$ cat src/sv/gpcl_pkg.sv
// ----------------------------------------------------------------------------
// gpcl_pkg
// Shared types and constants for the gradient palette color lookup unit.
// ----------------------------------------------------------------------------
`default_nettype none

package gpcl_pkg;

  // Table geometry
  localparam int MAX_STOPS     = 16;
  localparam int IDX_W         = $clog2(MAX_STOPS);
  localparam int COUNT_W       = IDX_W + 1;
  localparam int POS_FRAC_BITS = 16;
  localparam int POS_W         = POS_FRAC_BITS + 1;
  localparam int CH_W          = 8;
  localparam int COLOR_W       = 3 * CH_W;
  localparam int ENTRY_W       = POS_W + COLOR_W;

  localparam logic [POS_W-1:0] POS_ONE = POS_W'(1) << POS_FRAC_BITS;

  // Brightness scaling: floor(x / 100) == (x * 5243) >> 19 for x <= 255 * 100
  localparam int BRIGHT_W    = 7;
  localparam int BRIGHT_MAX  = 100;
  localparam int PROD_W      = CH_W + BRIGHT_W;
  localparam int RECIP_W     = 13;
  localparam int RECIP_100   = 5243;
  localparam int RECIP_SHIFT = 19;

  // Divider: one quotient bit per cycle, quotient bits POS_FRAC_BITS..0
  localparam int DIV_STEPS = POS_FRAC_BITS + 1;
  localparam int DIV_CNT_W = $clog2(DIV_STEPS + 1);

  // Stream payload layout
  localparam int IN_DATA_W  = 72;
  localparam int OUT_DATA_W = COLOR_W;

  // Request kinds carried in tuser
  typedef enum logic {
    ACT_LOAD   = 1'b0,
    ACT_LOOKUP = 1'b1
  } action_t;

  // Lookup sequencer states
  typedef enum logic [2:0] {
    ST_IDLE,
    ST_ISSUE,
    ST_SCAN,
    ST_DIV,
    ST_BLEND,
    ST_SCALE,
    ST_OUT
  } state_t;

  // Divider status toward the sequencer
  typedef struct packed {
    logic busy;
    logic done;
  } div_status_t;

endpackage

`default_nettype wire

$ cat src/sv/gpcl_div.sv
// ----------------------------------------------------------------------------
// gpcl_div
// Restoring divider, one quotient bit per cycle:
// quotient = floor(dividend * 2^POS_FRAC_BITS / divisor), dividend <= divisor.
// ----------------------------------------------------------------------------
`default_nettype none

module gpcl_div (
  input  wire logic                      clk,
  input  wire logic                      rst,
  input  wire logic                      start,
  input  wire logic [gpcl_pkg::POS_W-1:0] dividend,
  input  wire logic [gpcl_pkg::POS_W-1:0] divisor,
  output gpcl_pkg::div_status_t          status,
  output logic      [gpcl_pkg::POS_W-1:0] quotient
);
  import gpcl_pkg::*;

  logic [POS_W:0]     rem;
  logic [POS_W-1:0]   dvs;
  logic [DIV_CNT_W-1:0] cnt;
  logic               busy;
  logic               done;

  logic [POS_W:0]     trial;
  logic               fits;

  // First step compares the dividend as is, later steps shift in a zero
  always_comb begin
    if (cnt == DIV_CNT_W'(DIV_STEPS)) begin
      trial = rem;
    end else begin
      trial = {rem[POS_W-1:0], 1'b0};
    end
    fits = (trial >= {1'b0, dvs});
  end

  // Control
  always_ff @(posedge clk) begin
    if (rst) begin
      busy <= 1'b0;
      done <= 1'b0;
      cnt  <= '0;
    end else begin
      done <= busy && (cnt == DIV_CNT_W'(1));
      if (start) begin
        busy <= 1'b1;
        cnt  <= DIV_CNT_W'(DIV_STEPS);
      end else if (busy) begin
        cnt <= cnt - DIV_CNT_W'(1);
        if (cnt == DIV_CNT_W'(1)) begin
          busy <= 1'b0;
        end
      end
    end
  end

  // Datapath
  always_ff @(posedge clk) begin
    if (start) begin
      rem      <= {1'b0, dividend};
      dvs      <= divisor;
      quotient <= '0;
    end else if (busy) begin
      if (fits) begin
        rem <= trial - {1'b0, dvs};
      end else begin
        rem <= trial;
      end
      quotient <= {quotient[POS_W-2:0], fits};
    end
  end

  assign status.busy = busy;
  assign status.done = done;

endmodule

`default_nettype wire

$ cat src/sv/gradient_palette_color_lookup_unit.sv
// ----------------------------------------------------------------------------
// gradient_palette_color_lookup_unit
// Gradient stop table with piecewise linear color lookup and brightness scale.
// ----------------------------------------------------------------------------
// Load request: accepted while the sequencer is idle, written to the stop memory at accept.
// Lookup request: positions at 0 or at/above 1.0 read one stop directly; others walk
// the stops (one memory read per cycle) to the matching segment, then run the
// 17-step divider unless the segment has zero length, then blend and scale. The
// result is registered in the output register; one lookup is in work at a time.
// Reset: control cleared, stop_count set to 1; the stop memory is undefined.
`default_nettype none

module gradient_palette_color_lookup_unit (
  input  wire logic                           clk,
  input  wire logic                           rst,
  // stop_count write
  input  wire logic                           cfg_valid,
  output logic                                cfg_ready,
  input  wire logic [gpcl_pkg::COUNT_W-1:0]   cfg_data,
  // Requests
  input  wire logic                           s_axis_tvalid,
  output logic                                s_axis_tready,
  // [3:0] stop_index, [20:4] stop_position, [44:21] stop_color,
  // [61:45] lookup_position, [69:62] brightness, [71:70] zero
  input  wire logic [gpcl_pkg::IN_DATA_W-1:0] s_axis_tdata,
  // [0] action
  input  wire logic                           s_axis_tuser,
  // Results
  output logic                                m_axis_tvalid,
  input  wire logic                           m_axis_tready,
  // [7:0] red, [15:8] green, [23:16] blue
  output logic      [gpcl_pkg::OUT_DATA_W-1:0] m_axis_tdata
);
  import gpcl_pkg::*;

  // Request fields
  logic [IDX_W-1:0]   in_index;
  logic [POS_W-1:0]   in_stop_pos;
  logic [COLOR_W-1:0] in_stop_color;
  logic [POS_W-1:0]   in_lookup_pos;
  logic [CH_W-1:0]    in_bright;
  logic               in_accept;
  logic               in_lookup;

  assign in_index      = s_axis_tdata[3:0];
  assign in_stop_pos   = s_axis_tdata[20:4];
  assign in_stop_color = s_axis_tdata[44:21];
  assign in_lookup_pos = s_axis_tdata[61:45];
  assign in_bright     = s_axis_tdata[69:62];
  assign in_accept     = s_axis_tvalid && s_axis_tready;
  assign in_lookup     = (action_t'(s_axis_tuser) == ACT_LOOKUP);

  // Stop count register
  logic [COUNT_W-1:0] stop_count;
  logic [IDX_W-1:0]   last_idx;

  assign cfg_ready = 1'b1;

  always_ff @(posedge clk) begin
    if (rst) begin
      stop_count <= COUNT_W'(1);
    end else if (cfg_valid && cfg_ready) begin
      stop_count <= cfg_data;
    end
  end

  // Index of the last stop in use, count clamped to 1..MAX_STOPS
  always_comb begin
    if (stop_count == '0) begin
      last_idx = '0;
    end else if (stop_count > COUNT_W'(MAX_STOPS)) begin
      last_idx = IDX_W'(MAX_STOPS - 1);
    end else begin
      last_idx = IDX_W'(stop_count - COUNT_W'(1));
    end
  end

  // Sequencer and datapath registers
  state_t             state;
  state_t             state_next;
  logic [POS_W-1:0]   pos_q;
  logic [BRIGHT_W-1:0] bright_q;
  logic               direct_q;
  logic [IDX_W-1:0]   rd_addr;
  logic [IDX_W-1:0]   scan_idx;
  logic [ENTRY_W-1:0] mem_q;
  logic [POS_W-1:0]   prev_pos;
  logic [COLOR_W-1:0] prev_col;
  logic [COLOR_W-1:0] blend_c0;
  logic [COLOR_W-1:0] blend_c1;
  logic [COLOR_W-1:0] col_sel;
  logic [PROD_W-1:0]  prod [3];
  logic               out_valid;
  logic [OUT_DATA_W-1:0] out_data;

  // Stop memory: {position, color}, one write and one registered read port
  logic [ENTRY_W-1:0] stop_mem [MAX_STOPS];
  logic               mem_wr;

  always_ff @(posedge clk) begin
    if (mem_wr) begin
      stop_mem[in_index] <= {in_stop_pos, in_stop_color};
    end
    mem_q <= stop_mem[rd_addr];
  end

  // Segment test on the entry just read against the previous one
  logic [POS_W-1:0]   cur_pos;
  logic [COLOR_W-1:0] cur_col;
  logic               seg_hit;
  logic               scan_end;
  logic [POS_W-1:0]   seg_len;
  logic               len_zero;

  assign cur_pos  = mem_q[ENTRY_W-1:COLOR_W];
  assign cur_col  = mem_q[COLOR_W-1:0];
  assign seg_hit  = (scan_idx != '0) && (pos_q >= prev_pos) && (pos_q <= cur_pos);
  assign scan_end = (scan_idx == last_idx);
  assign seg_len  = cur_pos - prev_pos;
  assign len_zero = (seg_len == '0);

  // Divider
  div_status_t      div_st;
  logic [POS_W-1:0] quo;
  logic             div_start;

  gpcl_div u_div (
    .clk      (clk),
    .rst      (rst),
    .start    (div_start),
    .dividend (pos_q - prev_pos),
    .divisor  (seg_len),
    .status   (div_st),
    .quotient (quo)
  );

  // Next state
  always_comb begin
    state_next = state;
    case (state)
      ST_IDLE: begin
        if (in_accept && in_lookup) begin
          state_next = ST_ISSUE;
        end
      end
      ST_ISSUE: state_next = ST_SCAN;
      ST_SCAN: begin
        // a hit on the last segment still interpolates
        if (direct_q) begin
          state_next = ST_SCALE;
        end else if (seg_hit) begin
          state_next = len_zero ? ST_SCALE : ST_DIV;
        end else if (scan_end) begin
          state_next = ST_SCALE;
        end
      end
      ST_DIV: begin
        if (div_st.done) begin
          state_next = ST_BLEND;
        end
      end
      ST_BLEND: state_next = ST_SCALE;
      ST_SCALE: state_next = ST_OUT;
      ST_OUT: begin
        if (!out_valid || m_axis_tready) begin
          state_next = ST_IDLE;
        end
      end
      default: state_next = ST_IDLE;
    endcase
  end

  always_ff @(posedge clk) begin
    if (rst) begin
      state <= ST_IDLE;
    end else begin
      state <= state_next;
    end
  end

  // Sequencer outputs
  logic out_load;

  always_comb begin
    s_axis_tready = (state == ST_IDLE);
    mem_wr        = (state == ST_IDLE) && s_axis_tvalid && !in_lookup;
    div_start     = (state == ST_SCAN) && !direct_q && seg_hit && !len_zero;
    out_load      = (state == ST_OUT) && (!out_valid || m_axis_tready);
  end

  // One channel of the interpolation: a + trunc((b - a) * frac / ONE)
  function automatic logic [CH_W-1:0] blend_ch(input logic [CH_W-1:0] a,
                                               input logic [CH_W-1:0] b,
                                               input logic [POS_W-1:0] frac);
    logic [CH_W-1:0]        diff;
    logic [CH_W+POS_W-1:0]  p;
    logic [CH_W-1:0]        mag;
    diff = (b >= a) ? (b - a) : (a - b);
    p    = (CH_W+POS_W)'(diff) * (CH_W+POS_W)'(frac);
    mag  = p[POS_FRAC_BITS +: CH_W];
    return (b >= a) ? (a + mag) : (a - mag);
  endfunction

  // Datapath
  always_ff @(posedge clk) begin
    case (state)
      ST_IDLE: begin
        if (in_accept && in_lookup) begin
          pos_q    <= in_lookup_pos;
          bright_q <= (in_bright > CH_W'(BRIGHT_MAX)) ? BRIGHT_W'(BRIGHT_MAX)
                                                      : in_bright[BRIGHT_W-1:0];
          direct_q <= (in_lookup_pos == '0) || (in_lookup_pos >= POS_ONE);
          rd_addr  <= (in_lookup_pos >= POS_ONE) ? last_idx : '0;
          scan_idx <= '0;
        end
      end
      ST_ISSUE: begin
        rd_addr <= rd_addr + IDX_W'(1);
      end
      ST_SCAN: begin
        rd_addr  <= rd_addr + IDX_W'(1);
        scan_idx <= scan_idx + IDX_W'(1);
        prev_pos <= cur_pos;
        prev_col <= cur_col;
        blend_c0 <= prev_col;
        blend_c1 <= cur_col;
        if (direct_q) begin
          col_sel <= cur_col;
        end else if (seg_hit) begin
          col_sel <= prev_col;
        end else begin
          col_sel <= cur_col;
        end
      end
      ST_BLEND: begin
        col_sel <= {blend_ch(blend_c0[23:16], blend_c1[23:16], quo),
                    blend_ch(blend_c0[15:8],  blend_c1[15:8],  quo),
                    blend_ch(blend_c0[7:0],   blend_c1[7:0],   quo)};
      end
      ST_SCALE: begin
        prod[0] <= PROD_W'(col_sel[23:16]) * PROD_W'(bright_q);
        prod[1] <= PROD_W'(col_sel[15:8])  * PROD_W'(bright_q);
        prod[2] <= PROD_W'(col_sel[7:0])   * PROD_W'(bright_q);
      end
      default: ;
    endcase
  end

  // Divide by 100 through the reciprocal, into the output register
  logic [PROD_W+RECIP_W-1:0] quot100 [3];

  always_comb begin
    for (int c = 0; c < 3; c++) begin
      quot100[c] = (PROD_W+RECIP_W)'(prod[c]) * (PROD_W+RECIP_W)'(RECIP_100);
    end
  end

  always_ff @(posedge clk) begin
    if (out_load) begin
      out_data <= {quot100[2][RECIP_SHIFT +: CH_W],
                   quot100[1][RECIP_SHIFT +: CH_W],
                   quot100[0][RECIP_SHIFT +: CH_W]};
    end
  end

  always_ff @(posedge clk) begin
    if (rst) begin
      out_valid <= 1'b0;
    end else if (out_load) begin
      out_valid <= 1'b1;
    end else if (m_axis_tready) begin
      out_valid <= 1'b0;
    end
  end

  assign m_axis_tvalid = out_valid;
  assign m_axis_tdata  = out_data;

`ifndef SYNTHESIS
  // Divider runs only while the sequencer waits for it
  a_div_owned: assert property (@(posedge clk) disable iff (rst)
    div_st.busy |-> (state == ST_DIV))
    else $error("divider busy outside divide state");

  // The walk never examines a stop past the last stop in use
  a_scan_bound: assert property (@(posedge clk) disable iff (rst)
    (state == ST_SCAN) |-> (scan_idx <= last_idx))
    else $error("stop walk ran past last stop");

  // The fraction never exceeds 1.0
  a_frac_range: assert property (@(posedge clk) disable iff (rst)
    (state == ST_BLEND) |-> (quo <= POS_ONE))
    else $error("interpolation fraction above 1.0");
`endif

endmodule

`default_nettype wire

$ cat config.mk
export PLATFORM = sky130hd
export DESIGN_NAME = gradient_palette_color_lookup_unit
export DESIGN_NICKNAME = d
export VERILOG_FILES = /design/src/sv/gpcl_pkg.sv /design/src/sv/gpcl_div.sv /design/src/sv/gradient_palette_color_lookup_unit.sv
export SDC_FILE = /design/constraint.sdc
export NUM_CORES = 2
export LEC_CHECK = 0
export ABC_AREA = 1
export BUFFER_PORTS_ARGS = -buffer_cell sky130_fd_sc_hd__buf_2
export CORE_ASPECT_RATIO = 1.25
export CORE_MARGIN = 4
export CORE_UTILIZATION = 53
export DETAILED_ROUTE_END_ITERATION = 8
export PLACE_DENSITY_LB_ADDON = 0.1
export SLEW_MARGIN = 20
export SYNTH_ARGS = -nofsm -noshare
export SYNTH_HDL_FRONTEND = slang
export SYNTH_SLANG_ARGS = --single-unit
$ cat constraint.sdc
create_clock -name clk -period 9.1 [get_ports clk]
set_clock_uncertainty 0.1 [all_clocks]
set_input_delay 0 -clock clk [delete_from_list [all_inputs] [get_ports clk]]
set_output_delay 0 -clock clk [all_outputs]
set_load 0.05 [all_outputs]
==> results.toml <==
[status]
status = "finished clean"

[cts]
cts_made_buffers = 98
cts_num_sinks = 956
insertion_delay_ns = 0.72
cts_buffer_depth = 3
cts-root-buf = "clkbuf_16"
cts_tree = "built"
path_clk_slew_ns = 0.06
cts.htree.levels = 3

[detailed_routing]
drc_errors = 0
routed_wirelength_um = 177900
drt_iter0_drc = 3331
drtAntennaViolNets = 0
avgViaCountPerCell = 5.485
num_vias = 49640
dr.pass1.iters = 5
wire_per_inst_um = 19.66

[grt]
grt_max_degree = 135
grt_pass1_vias = 50250
grt_pass1_wl_um = 278200
antenna_found_initial = 15
grt_usage_pct = 25.84
gr-total-overflow = 0

[die]
die_width_um = 332.6
rows = 148
die_h_um = 413.7
core_mm2 = 0.1306
io_pins = 110
dieArea_mm2 = 0.1376
initial_core_util_pct = 53.46

[synthesis]
ys.flop_type = "edfxtp_1"
synth.avg_cell_area_um2 = 9.934
synthArstFlopShare_pct = 0
synth_common_cells = "inv_1, nand2_1, edfxtp_1, nor2_1, ha_1"
synthCells = 7026
ys_seq_elements = 956
synthesis.area_mm2 = 0.06980
synth_edf_count = 881
synthesis.nets = 8332
synth_cell_type_count = 70
yosysWarnings = 0
synthTopCellsByArea = "edfxtp_1, fa_1, ha_1"
synth-seq-area-share_pct = 40.05
synth_most_common_cell = "inv_1"
yosysTopAreaCell = "edfxtp_1"
synth_top_area_share_pct = 37.90

[setup_path]
cp.required_ns = 9.42
criticalPathCategory = "register to register"
end_kind = "register"
worst_ep_arrival_time_ns = 8.93
max_stage_delay_ns = 0.57
cp_slowest_cell = "fa_1"
cp-start-kind = "register"
worst_path_most_repeated_cell = "nand2_1"
crit_path_max_fanout = 13

[worst_hold_path]
min_path_type = "input pin to register"

[layout]
fillers = 11080
drive_gt1_share_pct = 7.130
syn_to_final_growth_pct = 10.59
final_nets = 8529

[placement]
io_buffer_count = 106
place_hpwl_um = 121400
routabilityCongestion = 0.9051

[sta]
finalHoldViolCount = 0
worst_pin_slew_ns = 1.072
max_freq_mhz = 116.2
timing.final.crit_share_pct = 94.60
slew_headroom_pct = 28.41
setup_violations = 0
setup_tns_ns = 0
min_period_ns = 8.609
drv_slew = 0

[job]
maxCapViolations = 0
-- cell usage in the layout (no fill, tap or decap), drive strengths merged, types with 6 or more instances in the layout --
cell type	synthesis	layout
bufinv	0	8
o21ai	416	416
buf	32	216
a31oi	12	12
fa	567	567
a211oi	23	23
xnor2	60	60
or2	9	9
inv	1231	1237
nor3	46	46
o221ai	40	40
ha	656	656
nand3b	12	12
edfxtp	881	881
nand4	67	67
diode	0	18
a21boi	6	6
o21a	9	9
nor2	681	681
a21oi	376	376
o31ai	6	6
clkinv	10	50
nand2	1090	1090
nor4	15	15
dlygate4sd3	0	110
clkbuf	198	127
dfxtp	75	75
o211ai	25	25
xor2	128	128
o21bai	14	14
a21o	17	17
a221oi	54	54
nand3	194	194
o22ai	55	55
-- final cells by class --
cell class | count | area, µm² | area share [%]
Clock buffer | 126 | 2589 | 3.354
Timing Repair Buffer | 327 | 2545 | 3.297
Multi-Input combinational cell | 4599 | 36570 | 47.38
Antenna cell | 18 | 45.04 | 0.05836
Inverter | 1241 | 4666 | 6.045
Tap cell | 1725 | 2158 | 2.796
Clock inverter | 58 | 654.4 | 0.8478
Sequential cell | 956 | 27960 | 36.22
-- sequential cells by signal (all words and copies together), names as in the netlist --
register	count
prod	45
pos_q	17
m_axis_tvalid	1
prev_pos	17
bright_q	7
col_sel	24
u_div.cnt	5
blend_c1	24
direct_q	1
m_axis_tdata	24
u_div.done	1
stop_count	5
scan_idx	4
u_div.rem	18
state	3
u_div.dvs	17
mem_q	41
blend_c0	24
u_div.busy	1
stop_mem	656
u_div.quotient	17
rd_addr	4
-- critical path, delay by kind of cell (launching register included) --
kind                     cells  cell delay [ns]
buffers and inverters        7             0.84
AO/OA/AOI/OAI                8             1.12
XOR/XNOR                     4             0.65
flip-flops                   1             0.41
adder cells (fa/ha/maj)      8             3.23
AND/OR/NAND/NOR             16             1.95
-- what timing repair did --
action                                 4_1_cts  5_1_grt
endpoints found under the hold margin      726        0
setup endpoints to repair                    0        3
resized for setup                            0       54
buffers inserted                             0       20
hold buffers                               110        0
-- layer usage --
layer / wire length (µm) / track usage [%]
met1: 71380 / 31.91
met2: 91450 / 47.06
met3: 8791 / 2.807
met4: 6286 / 9.067
met5: 13 / 0
-- stage by stage --
stage	hold slack (ns)	worst slack [ns]	util, %	instance area (µm²)	instances
2_1_floorplan	-0.001131	0.9628	-	69800	7026
3_5_place_dp	0.09821	0.2231	55.48	72430	8716
6_report	0.07621	0.4910	59.13	77190	9050
4_1_cts	0.02161	0.2252	58.81	76770	9010
3_3_place_gp	0.09429	0.3504	55.48	72430	8716
5_1_grt	0.06659	-0.04511	59.11	77170	9041
-- final timing paths --
check                          from                         to  slack, ns  cells after the start
max reg2reg  blend_c1[16]$_DFFE_PP_      col_sel[23]$_DFFE_PP_       0.49                     43
min reg2reg        mem_q[4]$_DFF_P_      blend_c1[4]$_DFFE_PP_       0.33                      0
min                 s_axis_tdata[1]  stop_mem[3][37]$_DFFE_PP_       0.08                      3
max          blend_c1[16]$_DFFE_PP_      col_sel[23]$_DFFE_PP_       0.49                     43
-- cell families after synthesis --
| kind of cell | Yosys count | share of synthesized area [%] |
|---|---|---|
| DFF | 956 | 40.05 |
| muxes | 3 | 0.04302 |
| and+or+nand+nor | 2119 | 12.56 |
| adders and majority gates | 1223 | 28.02 |
| AOI/OAI and AO/OA | 1065 | 8.897 |
| other | 1 | 0.005373 |
| xor gates and xnor gates | 188 | 2.370 |
| buffers and inverters | 1471 | 8.045 |
Power is left out: the tool's default activity adds up to more than one toggle a clock period on the data nets, which glitch-free logic cannot reach.
